===== config.mk =====
export PLATFORM = sky130hd
export DESIGN_NAME = bresenham_line_rasterizer
export DESIGN_NICKNAME = d
export VERILOG_FILES = /design/src/rtl/blr_pkg.sv /design/src/rtl/blr_err_unit.sv /design/src/rtl/bresenham_line_rasterizer.sv
export SDC_FILE = /design/constraint.sdc
export NUM_CORES = 1
export LEC_CHECK = 0
export BUFFER_PORTS_ARGS = -buffer_cell sky130_fd_sc_hd__buf_4
export CAP_MARGIN = 5
export CORE_MARGIN = 3
export CORE_UTILIZATION = 50
export DETAILED_ROUTE_END_ITERATION = 7
export HOLD_SLACK_MARGIN = 0.15
export PLACE_DENSITY = 0.76
export SLEW_MARGIN = 25
export SYNTH_ARGS = -nofsm -noshare
export SYNTH_HDL_FRONTEND = slang
export SYNTH_HIERARCHICAL = 1
export SYNTH_SLANG_ARGS = --single-unit

===== constraint.sdc =====
create_clock -name clk -period 5.5 [get_ports clk]
set_input_delay 0.275 -clock clk [delete_from_list [all_inputs] [get_ports clk]]
set_output_delay 0.275 -clock clk [all_outputs]
set_load 0.02 [all_outputs]

===== src/rtl/blr_pkg.sv =====
// ----------------------------------------------------------------------------
// blr_pkg
// Shared types and constants for the line rasterizer: sequencer states,
// octant codes and the control group of the error term unit.
// ----------------------------------------------------------------------------
package blr_pkg;

    // coordinate width inside one tile
    localparam int COORD_W = 6;
    // decision variable width, holds a few multiples of the largest span
    localparam int ERR_W   = 10;
    // color width, 8 bits per channel
    localparam int COLOR_W = 24;

    typedef enum logic [1:0] {
        S_IDLE,
        S_SETUP,
        S_RUN
    } blr_state_t;

    typedef enum logic [1:0] {
        OCT_STEEP_RISE,
        OCT_SHALLOW_RISE,
        OCT_SHALLOW_FALL,
        OCT_STEEP_FALL
    } blr_oct_t;

    // control group from the sequencer to the error term unit
    typedef struct packed {
        logic load;      // load the initial decision value
        logic advance;   // take one step along the major axis
        logic test_pos;  // minor step when d > 0, otherwise when d < 0
    } blr_err_ctrl_t;

endpackage


===== src/rtl/blr_err_unit.sv =====
// ----------------------------------------------------------------------------
// blr_err_unit
// Error term unit: holds the decision variable, decides on each major step
// whether the minor axis moves, and adds the matching increment.
// ----------------------------------------------------------------------------
module blr_err_unit (
    input  logic                                 clk,
    input  blr_pkg::blr_err_ctrl_t               ctrl,
    input  logic signed [blr_pkg::ERR_W-1:0]     d_init,
    input  logic signed [blr_pkg::ERR_W-1:0]     inc_minor,
    input  logic signed [blr_pkg::ERR_W-1:0]     inc_major,
    output logic                                 take_minor
);
    import blr_pkg::*;

    logic signed [ERR_W-1:0] d_reg;
    logic signed [ERR_W-1:0] d_next;

    // sign test on the current decision value
    always_comb
    begin
        if (ctrl.test_pos)
        begin
            take_minor = (d_reg > 0);
        end
        else
        begin
            take_minor = (d_reg < 0);
        end
    end

    // one shared adder, increment picked by the decision
    always_comb
    begin
        priority if (ctrl.load)
        begin
            d_next = d_init;
        end
        else if (ctrl.advance)
        begin
            d_next = d_reg + (take_minor ? inc_minor : inc_major);
        end
        else
        begin
            d_next = d_reg;
        end
    end

    always_ff @(posedge clk)
    begin
        d_reg <= d_next;
    end

endmodule


===== src/rtl/bresenham_line_rasterizer.sv =====
// ----------------------------------------------------------------------------
// bresenham_line_rasterizer
// Midpoint line rasterizer, one tile, all octants, one pixel/cycle unstalled.
// ----------------------------------------------------------------------------
// Usage:
//   A segment enters on the input channel (in_valid/in_ready) as two
//   endpoints. Endpoints are clamped to the tile, swapped so drawing runs
//   left to right, and the pixels leave on the output channel
//   (out_valid/out_ready), one item per pixel, last_pixel set on the final
//   one. Each pixel carries draw_color, written through cfg_valid/cfg_data
//   by the user only while no segment is in flight, which the block does
//   not enforce; cfg_ready is always high. The endpoints are registered
//   on acceptance and the octant is set up in S_SETUP before each pixel is
//   registered in the output register. A segment of N = max(|dx|,|dy|)+1
//   pixels is stepped by the single error term adder, one pixel per cycle
//   while the output is free. in_ready is high only while the sequencer
//   is idle. Reset clears the sequencer, the output valid and draw_color
//   to 0. When the receiver stalls the pixel is held in the output register
//   and the stepping pauses until it is taken.
// ----------------------------------------------------------------------------
module bresenham_line_rasterizer #(
    parameter int TILE_SIZE = 64
) (
    input  logic                           clk,
    input  logic                           rst_n,
    // configuration
    input  logic                           cfg_valid,
    output logic                           cfg_ready,
    input  logic [blr_pkg::COLOR_W-1:0]    cfg_data,
    // segment input
    input  logic                           in_valid,
    output logic                           in_ready,
    input  logic [blr_pkg::COORD_W-1:0]    start_x,
    input  logic [blr_pkg::COORD_W-1:0]    start_y,
    input  logic [blr_pkg::COORD_W-1:0]    end_x,
    input  logic [blr_pkg::COORD_W-1:0]    end_y,
    // pixel output
    output logic                           out_valid,
    input  logic                           out_ready,
    output logic [blr_pkg::COORD_W-1:0]    pixel_x,
    output logic [blr_pkg::COORD_W-1:0]    pixel_y,
    output logic [blr_pkg::COLOR_W-1:0]    pixel_color,
    output logic                           last_pixel
);
    import blr_pkg::*;

    localparam int COORD_LIMIT = (1 << COORD_W) - 1;
    localparam logic [COORD_W-1:0] CoordMax =
        (TILE_SIZE - 1 >= COORD_LIMIT) ? COORD_W'(COORD_LIMIT) : COORD_W'(TILE_SIZE - 1);

    blr_state_t              state_reg, state_next;
    blr_oct_t                oct_reg, oct_next;
    logic [COLOR_W-1:0]      color_reg, color_next;
    logic [COORD_W-1:0]      x_reg, x_next;
    logic [COORD_W-1:0]      y_reg, y_next;
    logic signed [COORD_W:0] a_reg, a_next;       // rise, y1 - y0
    logic [COORD_W-1:0]      nb_reg, nb_next;     // run, x1 - x0
    logic [COORD_W-1:0]      cnt_reg, cnt_next;   // major steps left
    logic signed [ERR_W-1:0] inc_minor_reg, inc_minor_next;
    logic signed [ERR_W-1:0] inc_major_reg, inc_major_next;
    logic                    out_valid_reg, out_valid_next;
    logic [COORD_W-1:0]      px_reg, px_next;
    logic [COORD_W-1:0]      py_reg, py_next;
    logic [COLOR_W-1:0]      pcolor_reg, pcolor_next;
    logic                    plast_reg, plast_next;

    logic [COORD_W-1:0]      sx, sy, ex, ey;
    logic                    swap;
    logic [COORD_W-1:0]      x0, y0, x1, y1;
    logic signed [ERR_W-1:0] a_ext, b_ext;
    logic signed [COORD_W:0] neg_a;
    logic signed [ERR_W-1:0] d_init;
    logic                    out_free;
    logic                    take_minor;
    blr_err_ctrl_t           err_ctrl;

    // shared error term unit
    blr_err_unit u_err (
        .clk        (clk),
        .ctrl       (err_ctrl),
        .d_init     (d_init),
        .inc_minor  (inc_minor_reg),
        .inc_major  (inc_major_reg),
        .take_minor (take_minor)
    );

    // clamp to the tile and order endpoints left to right
    always_comb
    begin
        sx   = (start_x > CoordMax) ? CoordMax : start_x;
        sy   = (start_y > CoordMax) ? CoordMax : start_y;
        ex   = (end_x > CoordMax) ? CoordMax : end_x;
        ey   = (end_y > CoordMax) ? CoordMax : end_y;
        swap = (ex < sx);
        x0   = swap ? ex : sx;
        y0   = swap ? ey : sy;
        x1   = swap ? sx : ex;
        y1   = swap ? sy : ey;
    end

    // sign-extended rise and negated run for the setup arithmetic
    always_comb
    begin
        a_ext = ERR_W'(a_reg);
        b_ext = -signed'({{(ERR_W - COORD_W){1'b0}}, nb_reg});
        neg_a = -a_reg;
    end

    assign out_free = !out_valid_reg || out_ready;

    // sequencer: next state and datapath
    always_comb
    begin
        state_next     = state_reg;
        oct_next       = oct_reg;
        color_next     = color_reg;
        x_next         = x_reg;
        y_next         = y_reg;
        a_next         = a_reg;
        nb_next        = nb_reg;
        cnt_next       = cnt_reg;
        inc_minor_next = inc_minor_reg;
        inc_major_next = inc_major_reg;
        out_valid_next = out_valid_reg;
        px_next        = px_reg;
        py_next        = py_reg;
        pcolor_next    = pcolor_reg;
        plast_next     = plast_reg;
        d_init         = '0;
        err_ctrl.load  = 1'b0;
        err_ctrl.advance  = 1'b0;
        err_ctrl.test_pos = (oct_reg == OCT_SHALLOW_RISE) || (oct_reg == OCT_STEEP_FALL);

        // draw color register
        if (cfg_valid)
        begin
            color_next = cfg_data;
        end

        // output register drains independently
        if (out_valid_reg && out_ready)
        begin
            out_valid_next = 1'b0;
        end

        unique case (state_reg)
            S_IDLE:
            begin
                if (in_valid)
                begin
                    x_next     = x0;
                    y_next     = y0;
                    a_next     = signed'({1'b0, y1}) - signed'({1'b0, y0});
                    nb_next    = x1 - x0;
                    state_next = S_SETUP;
                end
            end

            // pick the octant and load increments, count and initial decision
            S_SETUP:
            begin
                err_ctrl.load = 1'b1;
                priority if ((a_reg > 0) && (a_reg >= signed'({1'b0, nb_reg})))
                begin
                    oct_next       = OCT_STEEP_RISE;
                    d_init         = a_ext + b_ext + b_ext;
                    inc_minor_next = a_ext + a_ext + b_ext + b_ext;
                    inc_major_next = b_ext + b_ext;
                    cnt_next       = a_reg[COORD_W-1:0];
                end
                else if (a_reg >= 0 && (a_reg < signed'({1'b0, nb_reg})))
                begin
                    oct_next       = OCT_SHALLOW_RISE;
                    d_init         = a_ext + a_ext + b_ext;
                    inc_minor_next = a_ext + a_ext + b_ext + b_ext;
                    inc_major_next = a_ext + a_ext;
                    cnt_next       = nb_reg;
                end
                else if ((a_reg < 0) && (neg_a < signed'({1'b0, nb_reg})))
                begin
                    oct_next       = OCT_SHALLOW_FALL;
                    d_init         = a_ext + a_ext - b_ext;
                    inc_minor_next = a_ext + a_ext - b_ext - b_ext;
                    inc_major_next = a_ext + a_ext;
                    cnt_next       = nb_reg;
                end
                else
                begin
                    oct_next       = OCT_STEEP_FALL;
                    d_init         = a_ext - b_ext - b_ext;
                    inc_minor_next = a_ext + a_ext - b_ext - b_ext;
                    inc_major_next = -(b_ext + b_ext);
                    cnt_next       = neg_a[COORD_W-1:0];
                end
                state_next = S_RUN;
            end

            // emit one pixel per cycle while the output register is free
            S_RUN:
            begin
                if (out_free)
                begin
                    out_valid_next = 1'b1;
                    px_next        = x_reg;
                    py_next        = y_reg;
                    pcolor_next    = color_reg;
                    plast_next     = (cnt_reg == '0);
                    if (cnt_reg == '0)
                    begin
                        state_next = S_IDLE;
                    end
                    else
                    begin
                        err_ctrl.advance = 1'b1;
                        cnt_next         = cnt_reg - 1'b1;
                        unique case (oct_reg)
                            OCT_STEEP_RISE:
                            begin
                                y_next = y_reg + 1'b1;
                                if (take_minor)
                                begin
                                    x_next = x_reg + 1'b1;
                                end
                            end
                            OCT_SHALLOW_RISE:
                            begin
                                x_next = x_reg + 1'b1;
                                if (take_minor)
                                begin
                                    y_next = y_reg + 1'b1;
                                end
                            end
                            OCT_SHALLOW_FALL:
                            begin
                                x_next = x_reg + 1'b1;
                                if (take_minor)
                                begin
                                    y_next = y_reg - 1'b1;
                                end
                            end
                            OCT_STEEP_FALL:
                            begin
                                y_next = y_reg - 1'b1;
                                if (take_minor)
                                begin
                                    x_next = x_reg + 1'b1;
                                end
                            end
                            default:
                            begin
                                y_next = y_reg;
                            end
                        endcase
                    end
                end
            end

            default:
            begin
                state_next = S_IDLE;
            end
        endcase
    end

    // control state
    always_ff @(posedge clk or negedge rst_n)
    begin
        if (!rst_n)
        begin
            state_reg     <= S_IDLE;
            out_valid_reg <= 1'b0;
            color_reg     <= '0;
        end
        else
        begin
            state_reg     <= state_next;
            out_valid_reg <= out_valid_next;
            color_reg     <= color_next;
        end
    end

    // datapath registers
    always_ff @(posedge clk)
    begin
        oct_reg       <= oct_next;
        x_reg         <= x_next;
        y_reg         <= y_next;
        a_reg         <= a_next;
        nb_reg        <= nb_next;
        cnt_reg       <= cnt_next;
        inc_minor_reg <= inc_minor_next;
        inc_major_reg <= inc_major_next;
        px_reg        <= px_next;
        py_reg        <= py_next;
        pcolor_reg    <= pcolor_next;
        plast_reg     <= plast_next;
    end

    assign cfg_ready   = 1'b1;
    assign in_ready    = (state_reg == S_IDLE);
    assign out_valid   = out_valid_reg;
    assign pixel_x     = px_reg;
    assign pixel_y     = py_reg;
    assign pixel_color = pcolor_reg;
    assign last_pixel  = plast_reg;

endmodule


==> impl_metrics.py, run 1 <==
metrics = {
    "outcome": {
        "outcome": "complete, no violations",
    },
    "logic_synthesis": {
        "synth_largest_area_cell": "edfxtp_1",
        "ys_seq_elements": 125,
        "synth_flop_cell": "edfxtp_1",
        "synth_enable_flop_cells": 98,
        "synthTopCellsByArea": "edfxtp_1 32%, ha_1 11%, dfrtp_1 7.3%",
        "post_synth.cell_area_avg_um2": 9.87,
        "synth_cells": 938,
        "netlist_area_mm2": 0.00926,
        "yosysWarningCount": 6,
        "synth_top_area_share_pct": 31.8,
        "post_synth_num_cell_types": 79,
        "sequential_share_of_the_synthesized_area_pct": 39.1,
        "async_reset_ff_share_pct": 21.6,
    },
    "drt": {
        "totalWireLength_um": 23200,
        "route.detailed.drc": 0,
        "drt-vias-per-instance": 5.74,
        "postRouteAntennaNets": 0,
        "detail_route.first_pass.iterations": 5,
        "detailroute.via_count": 7377,
        "initial_drt_markers": 618,
        "wire_per_inst_um": 18.1,
    },
    "clock_tree": {
        "post_cts_resized": 0,
        "cts_tree": "yes",
        "clk_pin_slew_worst_paths_ns": 0.06,
        "clk-insertion-delay-late_ns": 0.43,
        "cts_setup_buffers": 0,
        "cts_root_buffer": "clkbuf_16",
        "cts_made_buffers": 17,
        "clk_path_buf_depth": 2,
        "cts.sink_count": 125,
        "htreeDepth": 4,
    },
    "critical_path": {
        "setup.worst_path.end_class": "register",
        "timing.critical_path.from_type": "register",
        "critPathLaunch": "nb_reg[1]",
        "timing.critical_path.arrival_ns": 4.84,
        "path_max_fanout": 11,
        "worst-endpoint-required_ns": 5.65,
        "criticalPathCategory": "reg2reg",
        "worstReg2RegStart": "nb_reg[1]",
    },
    "floorplanning": {
        "initial_core_util_pct": 51.2,
        "die-height_um": 142,
        "design.die.area_mm2": 0.0202,
        "placeableCoreArea_mm2": 0.0181,
        "die_w_um": 142,
        "ios": 93,
        "row_count": 49,
    },
    "power_and_ir_drop": {
        "ir_worst_vdd_mv": 0.288,
        "static-leakage-power_uw": 0.00458,
        "total_switching_power_uw": 2930,
        "areal_power_density_over_the_cells_mw_per_mm2": 620,
        "power.internal_uw": 3890,
        "power.switching_fraction_pct": 43.0,
        "power_frac_clock_pct": 16.6,
        "seq_power_share_pct": 26.0,
        "comb_power_share_pct": 57.4,
    },
    "layout": {
        "antenna_cells_inserted": 0,
        "seqCellArea_mm2": 0.00362,
        "synthToLayoutAreaGrowth_pct": 18.9,
        "post_route_cells_drive_above_1_share_pct": 19.7,
        "num-nets-final": 1182,
        "total_area_of_multi_input_combinational_cells_mm2": 0.00524,
        "fillers": 1442,
    },
    "global_routing": {
        "wire_length_of_the_first_global_routing_pass_um": 36600,
        "grt_start_max_net_pins": 45,
        "grt_util_all_layers_pct": 22.8,
        "grt.overflow.total": 0,
        "antenna_found_initial": 0,
        "grt_pass1_vias": 7328,
    },
    "placement": {
        "port_buffers": 91,
        "dp_hpwl_um": 16900,
        "gp_congestion": 0.990,
    },
    "sta": {
        "max_freq_mhz": 214,
        "drv_slew": 0,
        "max_slew_margin_pct": 38.7,
        "worst-slew-pin-transition_ns": 0.911,
        "finalSetupViolCount": 0,
        "worst_clock_skew_ns": 0.0235,
        "grt_setup_unrepaired": "no",
        "post-route-period-util_pct": 85.2,
        "final.setup.tns_ns": 0,
        "worst_hold_slack_after_final_layout_ns": 0.259,
        "hold_viol": 0,
        "layout_min_cycle_time_ns": 4.68,
    },
    "worst_hold_path": {
        "worst_hold_startpoint": "start_x[4]",
        "worst_hold_path_type": "in2reg",
    },
    "flow_run": {
        "max_cap_viol_count": 0,
    },
}
-- final timing paths --
kind	slack, ns	endpoint	depth (start not counted)
setup / recovery	0.82	inc_minor_reg[9]	17
hold / removal	0.26	x_reg[4]	3
setup reg to reg	0.82	inc_minor_reg[9]	17
hold reg to reg	0.44	pixel_color[12]	0
max in group asynchronous	4.89	color_reg[10]	2
min in group asynchronous	0.34	color_reg[4]	2
-- area by class of cell --
type	instances	area share [%]
repair buffers	126	9.37
inverters	64	2.18
well taps	229	2.60
clock inverters	12	1.22
flip-flops and latches	125	32.9
multi-input cells	709	47.6
clock buffers	20	4.15
-- placed cells by master (no fill, tap or decap), types with 12 or more instances in the layout --
cell type,synthesis,layout
xor2_1,23,23
nor3_1,13,13
dfrtp_1,27,27
clkbuf_16,0,17
buf_4,2,99
nand2_1,73,73
nor2b_1,18,18
mux2i_1,20,20
mux2_2,43,43
nor2_1,59,58
a31oi_1,12,12
nand2b_1,12,12
inv_1,60,60
edfxtp_1,98,98
o21ai_0,63,63
nand3_1,14,14
a21oi_1,62,61
xnor2_1,41,41
a21o_1,16,16
ha_1,81,81
dlygate4sd3_1,0,26
-- timing repair --
item | CTS | global route
endpoints found under the setup margin | 0 | 0
hold buffers | 26 | 0
endpoints found under the hold margin | 52 | 0
-- cell families (layout without fill, tap and decap cells) --
logic type / after synthesis / count (layout) / share of synthesized area, %
adder cells (fa/ha/maj): 90 / 90 / 12.5
flip-flops: 125 / 125 / 39.1
AND/OR/NAND/NOR: 247 / 247 / 13.2
XOR/XNOR: 65 / 65 / 6.23
other: 2 / 3 / 0.0811
multiplexers: 64 / 64 / 7.55
buffers and inverters: 105 / 222 / 4.54
AO/OA/AOI/OAI: 240 / 240 / 16.8
-- power by group through the flow --
stage / Combinational, uW / Sequential, uW / Clock [uW]
5_1_grt: 4310 / 1810 / 1190
6_report: 3910 / 1780 / 1130
3_3_place_gp: 3730 / 1770 / 0
2_1_floorplan: 2810 / 1820 / 0
3_5_place_dp: 3780 / 1790 / 0
4_1_cts: 3840 / 1770 / 1150
-- metrics by stage --
step	util [%]	instances	worst slack, ns	cell area [um2]	total power, uW
floorplan	-	939	1.30	9260	4630
detailed placement	56.0	1226	0.863	10100	5570
CTS	60.7	1284	0.855	11000	6760
global placement	56.0	1226	1.08	10100	5510
finish	60.9	1285	0.816	11000	6820
global route	60.9	1285	0.388	11000	7310
-- Yosys cell counts, types with 8 or more instances --
cell,count
a21o_1,16
a21oi_1,62
a31oi_1,12
and3_1,8
clkbuf_1,32
dfrtp_1,27
edfxtp_1,98
ha_1,81
inv_1,60
mux2_2,43
mux2i_1,20
nand2_1,73
nand2b_1,12
nand3_1,14
nor2_1,59
nor2b_1,18
nor3_1,13
nor3b_1,9
o21a_1,10
o21ai_0,63
or2_2,8
or3_1,10
xnor2_1,41
xor2_1,23
-- worst max-delay path, cell delays in order (launching register included) --
cell       delay (ns)
edfxtp_1         0.48
inv_1            0.15
ha_1             0.26
xnor2_2          0.34
inv_1            0.30
fa_1             0.50
nor2b_1          0.12
o21ai_0          0.10
a21boi_0         0.44
o21ai_0          0.20
nand2_1          0.12
xnor2_1          0.10
ha_1             0.37
nand2_1          0.08
o31ai_1          0.27
nor4_1           0.12
a2111oi_2        0.34
nand3_1          0.10
-- layer usage --
metal / up-vias / track usage (%) / share of wire [%]
met4: 0 / 7.78 / 1.9
li1: 3608 / - / -
met2: 224 / 37.8 / 49
met1: 3510 / 30.7 / 44
met3: 35 / 3.46 / 5.4
met5: - / 0 / 0
(Power assumes the default switching activity.)
==> run 2, diff against run 1 <==
- PLACE_DENSITY: 0.76 -> 0.77
==> impl_metrics.py, run 2 (synthesis results as in run 1) <==
metrics = {
    "outcome": {
        "outcome": "complete, no violations",
    },
    "power_and_ir_drop": {
        "seq_power_share_pct": 26.2,
        "areal_power_density_over_the_cells_mw_per_mm2": 614,
        "total_switching_power_uw": 2960,
        "totalPowerFinal_uw": 6760,
        "power.switching_fraction_pct": 43.8,
        "static-leakage-power_uw": 0.00458,
        "power.internal_uw": 3800,
        "power_frac_clock_pct": 16.3,
        "comb_power_share_pct": 57.5,
        "ir_worst_vdd_mv": 0.313,
    },
    "global_routing": {
        "grt.overflow.total": 0,
        "grt_start_max_net_pins": 45,
        "wire_length_of_the_first_global_routing_pass_um": 36200,
        "antenna_found_initial": 0,
        "grt_pass1_vias": 7304,
        "grt_util_all_layers_pct": 22.3,
    },
    "drt": {
        "initial_drt_markers": 558,
        "wire_per_inst_um": 17.4,
        "detailroute.via_count": 7416,
        "drt-vias-per-instance": 5.77,
        "detail_route.first_pass.iterations": 6,
        "totalWireLength_um": 22400,
        "postRouteAntennaNets": 0,
        "route.detailed.drc": 0,
    },
    "sta": {
        "layout_min_cycle_time_ns": 4.60,
        "drv_slew": 0,
        "grt_setup_unrepaired": "no",
        "max_freq_mhz": 217,
        "post-route-period-util_pct": 83.7,
        "max_slew_margin_pct": 35.6,
        "final.setup.tns_ns": 0,
        "worst_hold_slack_after_final_layout_ns": 0.258,
        "hold_viol": 0,
        "worst-slew-pin-transition_ns": 0.966,
        "worst_clock_skew_ns": 0.0131,
        "finalSetupViolCount": 0,
    },
    "floorplanning": {
        "row_count": 49,
        "design.die.area_mm2": 0.0202,
        "placeableCoreArea_mm2": 0.0181,
        "initial_core_util_pct": 51.2,
        "die_w_um": 142,
        "ios": 93,
        "die-height_um": 142,
    },
    "layout": {
        "fillers": 1453,
        "total_area_of_multi_input_combinational_cells_mm2": 0.00524,
        "post_route_cells_drive_above_1_share_pct": 19.8,
        "layout.cells.most_common": "buf_4",
        "layout.cells.most_common_list": "99 x buf_4, 98 x edfxtp_1, 81 x ha_1",
        "synthToLayoutAreaGrowth_pct": 18.8,
        "finalNonFillerCells": 1285,
        "seqCellArea_mm2": 0.00362,
        "antenna_cells_inserted": 0,
        "num-nets-final": 1182,
    },
    "clock_tree": {
        "clk_pin_slew_worst_paths_ns": 0.06,
        "cts_tree": "yes",
        "cts.sink_count": 125,
        "cts_made_buffers": 17,
        "htreeDepth": 4,
        "cts_setup_buffers": 0,
        "cts_root_buffer": "clkbuf_16",
        "clk_path_buf_depth": 2,
        "clk-insertion-delay-late_ns": 0.43,
    },
    "worst_hold_path": {
        "hold_depth": 3,
        "worst_hold_startpoint": "end_y[2]",
        "worst_hold_path_type": "in2reg",
    },
    "critical_path": {
        "worstReg2RegStart": "nb_reg[2]",
        "setup.worst_path.end_class": "register",
        "worst-endpoint-required_ns": 5.66,
        "timing.critical_path.arrival_ns": 4.77,
        "timing.critical_path.from_type": "register",
        "critPathLaunch": "nb_reg[2]",
        "criticalPathCategory": "reg2reg",
        "rr_worst_depth": 15,
        "path_max_fanout": 9,
    },
    "placement": {
        "post-place-cells": 1226,
        "dp_hpwl_um": 16300,
        "port_buffers": 91,
        "gp_congestion": 1.03,
    },
    "flow_run": {
        "max_cap_viol_count": 0,
    },
}
## run 2: cell types whose count changed in the layout (fill, tap and decap cells not counted)
cell       previous run  this run
clkinv_2              2         0
clkbuf_1              1         0
bufinv_16             2         0
inv_6                 2         3
inv_4                 2         1
clkinv_4              3         1
inv_8                 0         7
clkinv_8              0         2
clkbuf_8              2         0
## run 2: final timing paths
| check | end | slack (ns) |
|---|---|---|
| min reg2reg | pixel_color[4] | 0.44 |
| max | inc_minor_reg[9] | 0.90 |
| max reg2reg | inc_minor_reg[9] | 0.90 |
| min | y_reg[2] | 0.26 |
| min in group asynchronous | color_reg[15] | 0.31 |
| max in group asynchronous | color_reg[3] | 4.92 |
## run 2: metal layers
metal  wire length (um)  global-route usage [%]
met1               9580                    29.4
met2              11100                    37.2
met3               1260                    3.86
met4                434                    7.53
met5                  0                       0
## run 2: timing repair
item / 4_1_cts / 5_1_grt
hold endpoints to repair: 52 / 0
resized for setup: 0 / 0
hold buffers: 26 / 0
## run 2: critical path: stages (launching register included)
cell	delay, ns
edfxtp_1	0.53
nor4_1	0.55
nand2_2	0.26
nand2_1	0.35
inv_2	0.15
ha_1	0.40
a21boi_0	0.44
o21ai_0	0.18
nand2_1	0.11
xnor2_1	0.09
ha_1	0.36
nand2_1	0.09
o31ai_1	0.28
nor4_1	0.12
a2111oi_2	0.33
nand3_1	0.10
## run 2: power groups by stage
| stage | registers (uW) | clock network [uW] | logic [uW] |
|---|---|---|---|
| floorplan | 1820 | 0 | 2810 |
| global placement | 1770 | 0 | 3690 |
| detailed placement | 1790 | 0 | 3770 |
| CTS | 1770 | 1120 | 3820 |
| global route | 1810 | 1160 | 4290 |
| finish | 1770 | 1100 | 3890 |
## run 2: metrics by stage
stage	setup slack (ns)	cell area, um2	util [%]
after CTS	0.952	11000	60.7
after global routing	0.513	11000	60.8
final	0.895	11000	60.8
after floorplan	1.30	9260	-
after detailed placement	0.963	10100	56.0
after global placement	1.15	10100	56.0
## run 2: area by class of cell
cell class              instances  share of cell area [%]
clock buffers                  17                    3.87
well taps                     229                    2.60
flip-flops and latches        125                    32.9
inverters                      64                    2.18
repair buffers                126                    9.37
clock inverters                15                    1.46
multi-input cells             709                    47.6
==> run 3, diff against run 2 <==
- ABC_AREA: unset -> 1
- clock period: 5.5 -> 4.8 ns (I/O delays scaled with it)
==> impl_metrics.py, run 3 <==
metrics = {
    "floorplanning": {
        "die_w_um": 146,
        "initial_core_util_pct": 51.8,
        "ios": 93,
        "row_count": 50,
        "design.die.area_mm2": 0.0214,
        "placeableCoreArea_mm2": 0.0190,
        "die-height_um": 146,
    },
    "layout": {
        "post_route_cells_drive_above_1_share_pct": 17.7,
        "layout.cells.most_common": "nand2_1",
        "post-route-cell-area_mm2": 0.0116,
        "finalCoreUtilization_pct": 61.2,
        "synthToLayoutAreaGrowth_pct": 18.2,
        "num-nets-final": 1452,
        "layout.cells.most_common_list": "268 x nand2_1, 151 x inv_1, 102 x buf_4",
        "antenna_cells_inserted": 0,
    },
    "clock_tree": {
        "htreeDepth": 4,
        "cts_tree": "yes",
        "cts_setup_buffers": 0,
        "clk-insertion-delay-late_ns": 0.43,
        "clk_pin_slew_worst_paths_ns": 0.07,
        "cts_made_buffers": 17,
        "cts.sink_count": 125,
        "cts_root_buffer": "clkbuf_16",
        "clk_path_buf_depth": 2,
        "postCtsHoldBufs": 27,
        "post_cts_resized": 0,
    },
    "sta": {
        "final.setup.tns_ns": 0,
        "worst_hold_slack_after_final_layout_ns": 0.182,
        "max_slew_margin_pct": 38.5,
        "hold_viol": 0,
        "drv_slew": 0,
        "worst_slack_ns": 0.624,
        "worst-slew-pin-transition_ns": 0.916,
        "post-route-period-util_pct": 87.0,
        "max_freq_mhz": 239,
        "worst_clock_skew_ns": 0.0180,
        "finalSetupViolCount": 0,
        "grt_setup_unrepaired": "no",
        "layout_min_cycle_time_ns": 4.18,
    },
    "logic_synthesis": {
        "synth_top_area_share_pct": 29.9,
        "async_reset_ff_share_pct": 21.6,
        "yosysMostFrequentCell": "nand2_1",
        "synth_largest_area_cell": "edfxtp_1",
        "post_synth_num_cell_types": 64,
        "synth_cells": 1198,
        "post_synth.cell_area_avg_um2": 8.22,
        "sequential_share_of_the_synthesized_area_pct": 36.7,
        "synth_flop_cell": "edfxtp_1",
        "synthTopCellsByArea": "edfxtp_1 30%, ha_1 10%, nand2_1 10%",
        "synth_enable_flop_cells": 98,
        "yosysWarningCount": 6,
        "netlist_area_mm2": 0.00985,
        "synth_common_cells": "268 x nand2_1, 151 x inv_1, 98 x edfxtp_1, 84 x nand3_1, 84 x o21ai_0",
        "ys_seq_elements": 125,
    },
    "critical_path": {
        "timing.critical_path.arrival_ns": 4.34,
        "criticalPathCategory": "reg2reg",
        "crit_buf_inv": 4,
        "path_cells": "nor2_1 -> nand4_4 -> nand2_1 -> inv_1 -> ha_1 -> inv_1 -> nor4_1 -> nand2_1 -> o311ai_0 -> xor2_1 -> inv_1 -> ha_1 -> nand2_1 -> inv_1 -> nand4_1 -> nor2_1 -> nor2_2 -> nand2_1 -> nand2_1 -> nand3_1 -> nand2_1",
        "setup.worst_path.end_class": "register",
        "cell_type_of_the_slowest_stage_on_the_worst_timing_path": "edfxtp_1",
        "crit_path_max_incr_delay_ns": 0.50,
        "path_max_fanout": 11,
        "worst-endpoint-required_ns": 4.97,
        "cp_common_cell": "nand2_1",
        "timing.critical_path.from_type": "register",
        "cpLargestDelayFamily": "simple AND/OR/NAND/NOR gates",
    },
    "drt": {
        "initial_drt_markers": 714,
        "postRouteAntennaNets": 0,
        "totalWireLength_um": 26700,
        "route.detailed.drc": 0,
        "detailroute.via_count": 8657,
        "detail_route.first_pass.iterations": 6,
        "wire_per_inst_um": 16.8,
        "drt-vias-per-instance": 5.46,
    },
    "global_routing": {
        "grt_util_all_layers_pct": 24.9,
        "antenna_found_initial": 0,
        "grt.overflow.total": 0,
        "grt_pass1_vias": 8555,
        "grt_start_max_net_pins": 38,
        "wire_length_of_the_first_global_routing_pass_um": 42900,
    },
    "power_and_ir_drop": {
        "areal_power_density_over_the_cells_mw_per_mm2": 659,
        "ir_worst_vdd_mv": 0.304,
        "static-leakage-power_uw": 0.00545,
    },
    "outcome": {
        "outcome": "complete, no violations",
    },
    "flow_run": {
        "max_cap_viol_count": 0,
    },
    "placement": {
        "dp_hpwl_um": 19700,
        "dp_worst_setup_slack_ns": 0.667,
        "gp_congestion": 0.952,
        "postPlaceCellArea_mm2": 0.0108,
        "port_buffers": 91,
    },
    "worst_hold_path": {
        "worst_hold_path_type": "in2reg",
    },
}
## run 3: cell count changes in the layout (fill, tap and decap cells not counted), moves of 12 or more
cell,delta
xnor2_1,-28
nor2b_1,-18
mux2i_1,-19
a21o_1,-14
inv_1,+91
nand4_1,+20
o21ai_0,+21
nand3_1,+70
mux2_2,-18
nand2_1,+195
nand2b_1,-12
## run 3: power by group
group	internal (uW)	switching [uW]	total, uW
logic	1580	2830	4410
clock network	740	543	1280
registers	1760	224	1990
total	4080	3600	7680
## run 3: path summary, 6_finish.rpt
kind / start / end / slack (ns) / cells after the start
setup / recovery: nb_reg[2] / inc_minor_reg[9] / 0.62 / 21
hold / removal: start_x[5] / x_reg[5] / 0.18 / 3
setup reg to reg: nb_reg[2] / inc_minor_reg[9] / 0.62 / 21
hold reg to reg: color_reg[14] / pixel_color[14] / 0.44 / 0
max in group asynchronous: rst_n / color_reg[19] / 4.22 / 2
min in group asynchronous: rst_n / color_reg[5] / 0.29 / 2
## run 3: layout make-up
cell class,count,area (um2)
Clock buffer,17,425
Tap cell,260,325
Fill cell,1604,7370
Timing Repair Buffer,130,1060
Sequential cell,125,3620
Inverter,160,601
Clock inverter,15,170
Multi-Input combinational cell,879,5440
## run 3: per-stage QoR
| step | instances | power, uW |
|---|---|---|
| after floorplan | 1199 | 5130 |
| after global placement | 1526 | 6200 |
| after detailed placement | 1526 | 6260 |
| after CTS | 1585 | 7590 |
| after global routing | 1586 | 8300 |
| final | 1586 | 7680 |
## run 3: per-layer routing
metal,GRT usage [%],part of all wire [%]
met4,9.55,2.7
met5,0,0
met3,3.94,6.2
met2,41.8,48
met1,32.6,43
## run 3: cell families after synthesis
group,Yosys count,synth area share [%]
fa+ha+maj,86,11.3
compound gates,197,11.5
mux,33,4.03
simple gates,512,23.8
flops,125,36.7
xor+xnor,48,4.34
buf+inv,195,8.22
other cells,2,0.0762
## run 3: tightest hold or removal path: stages
cell and delay [ns]:
buf_4 0.08, a21oi_1 0.05, a21oi_1 0.11
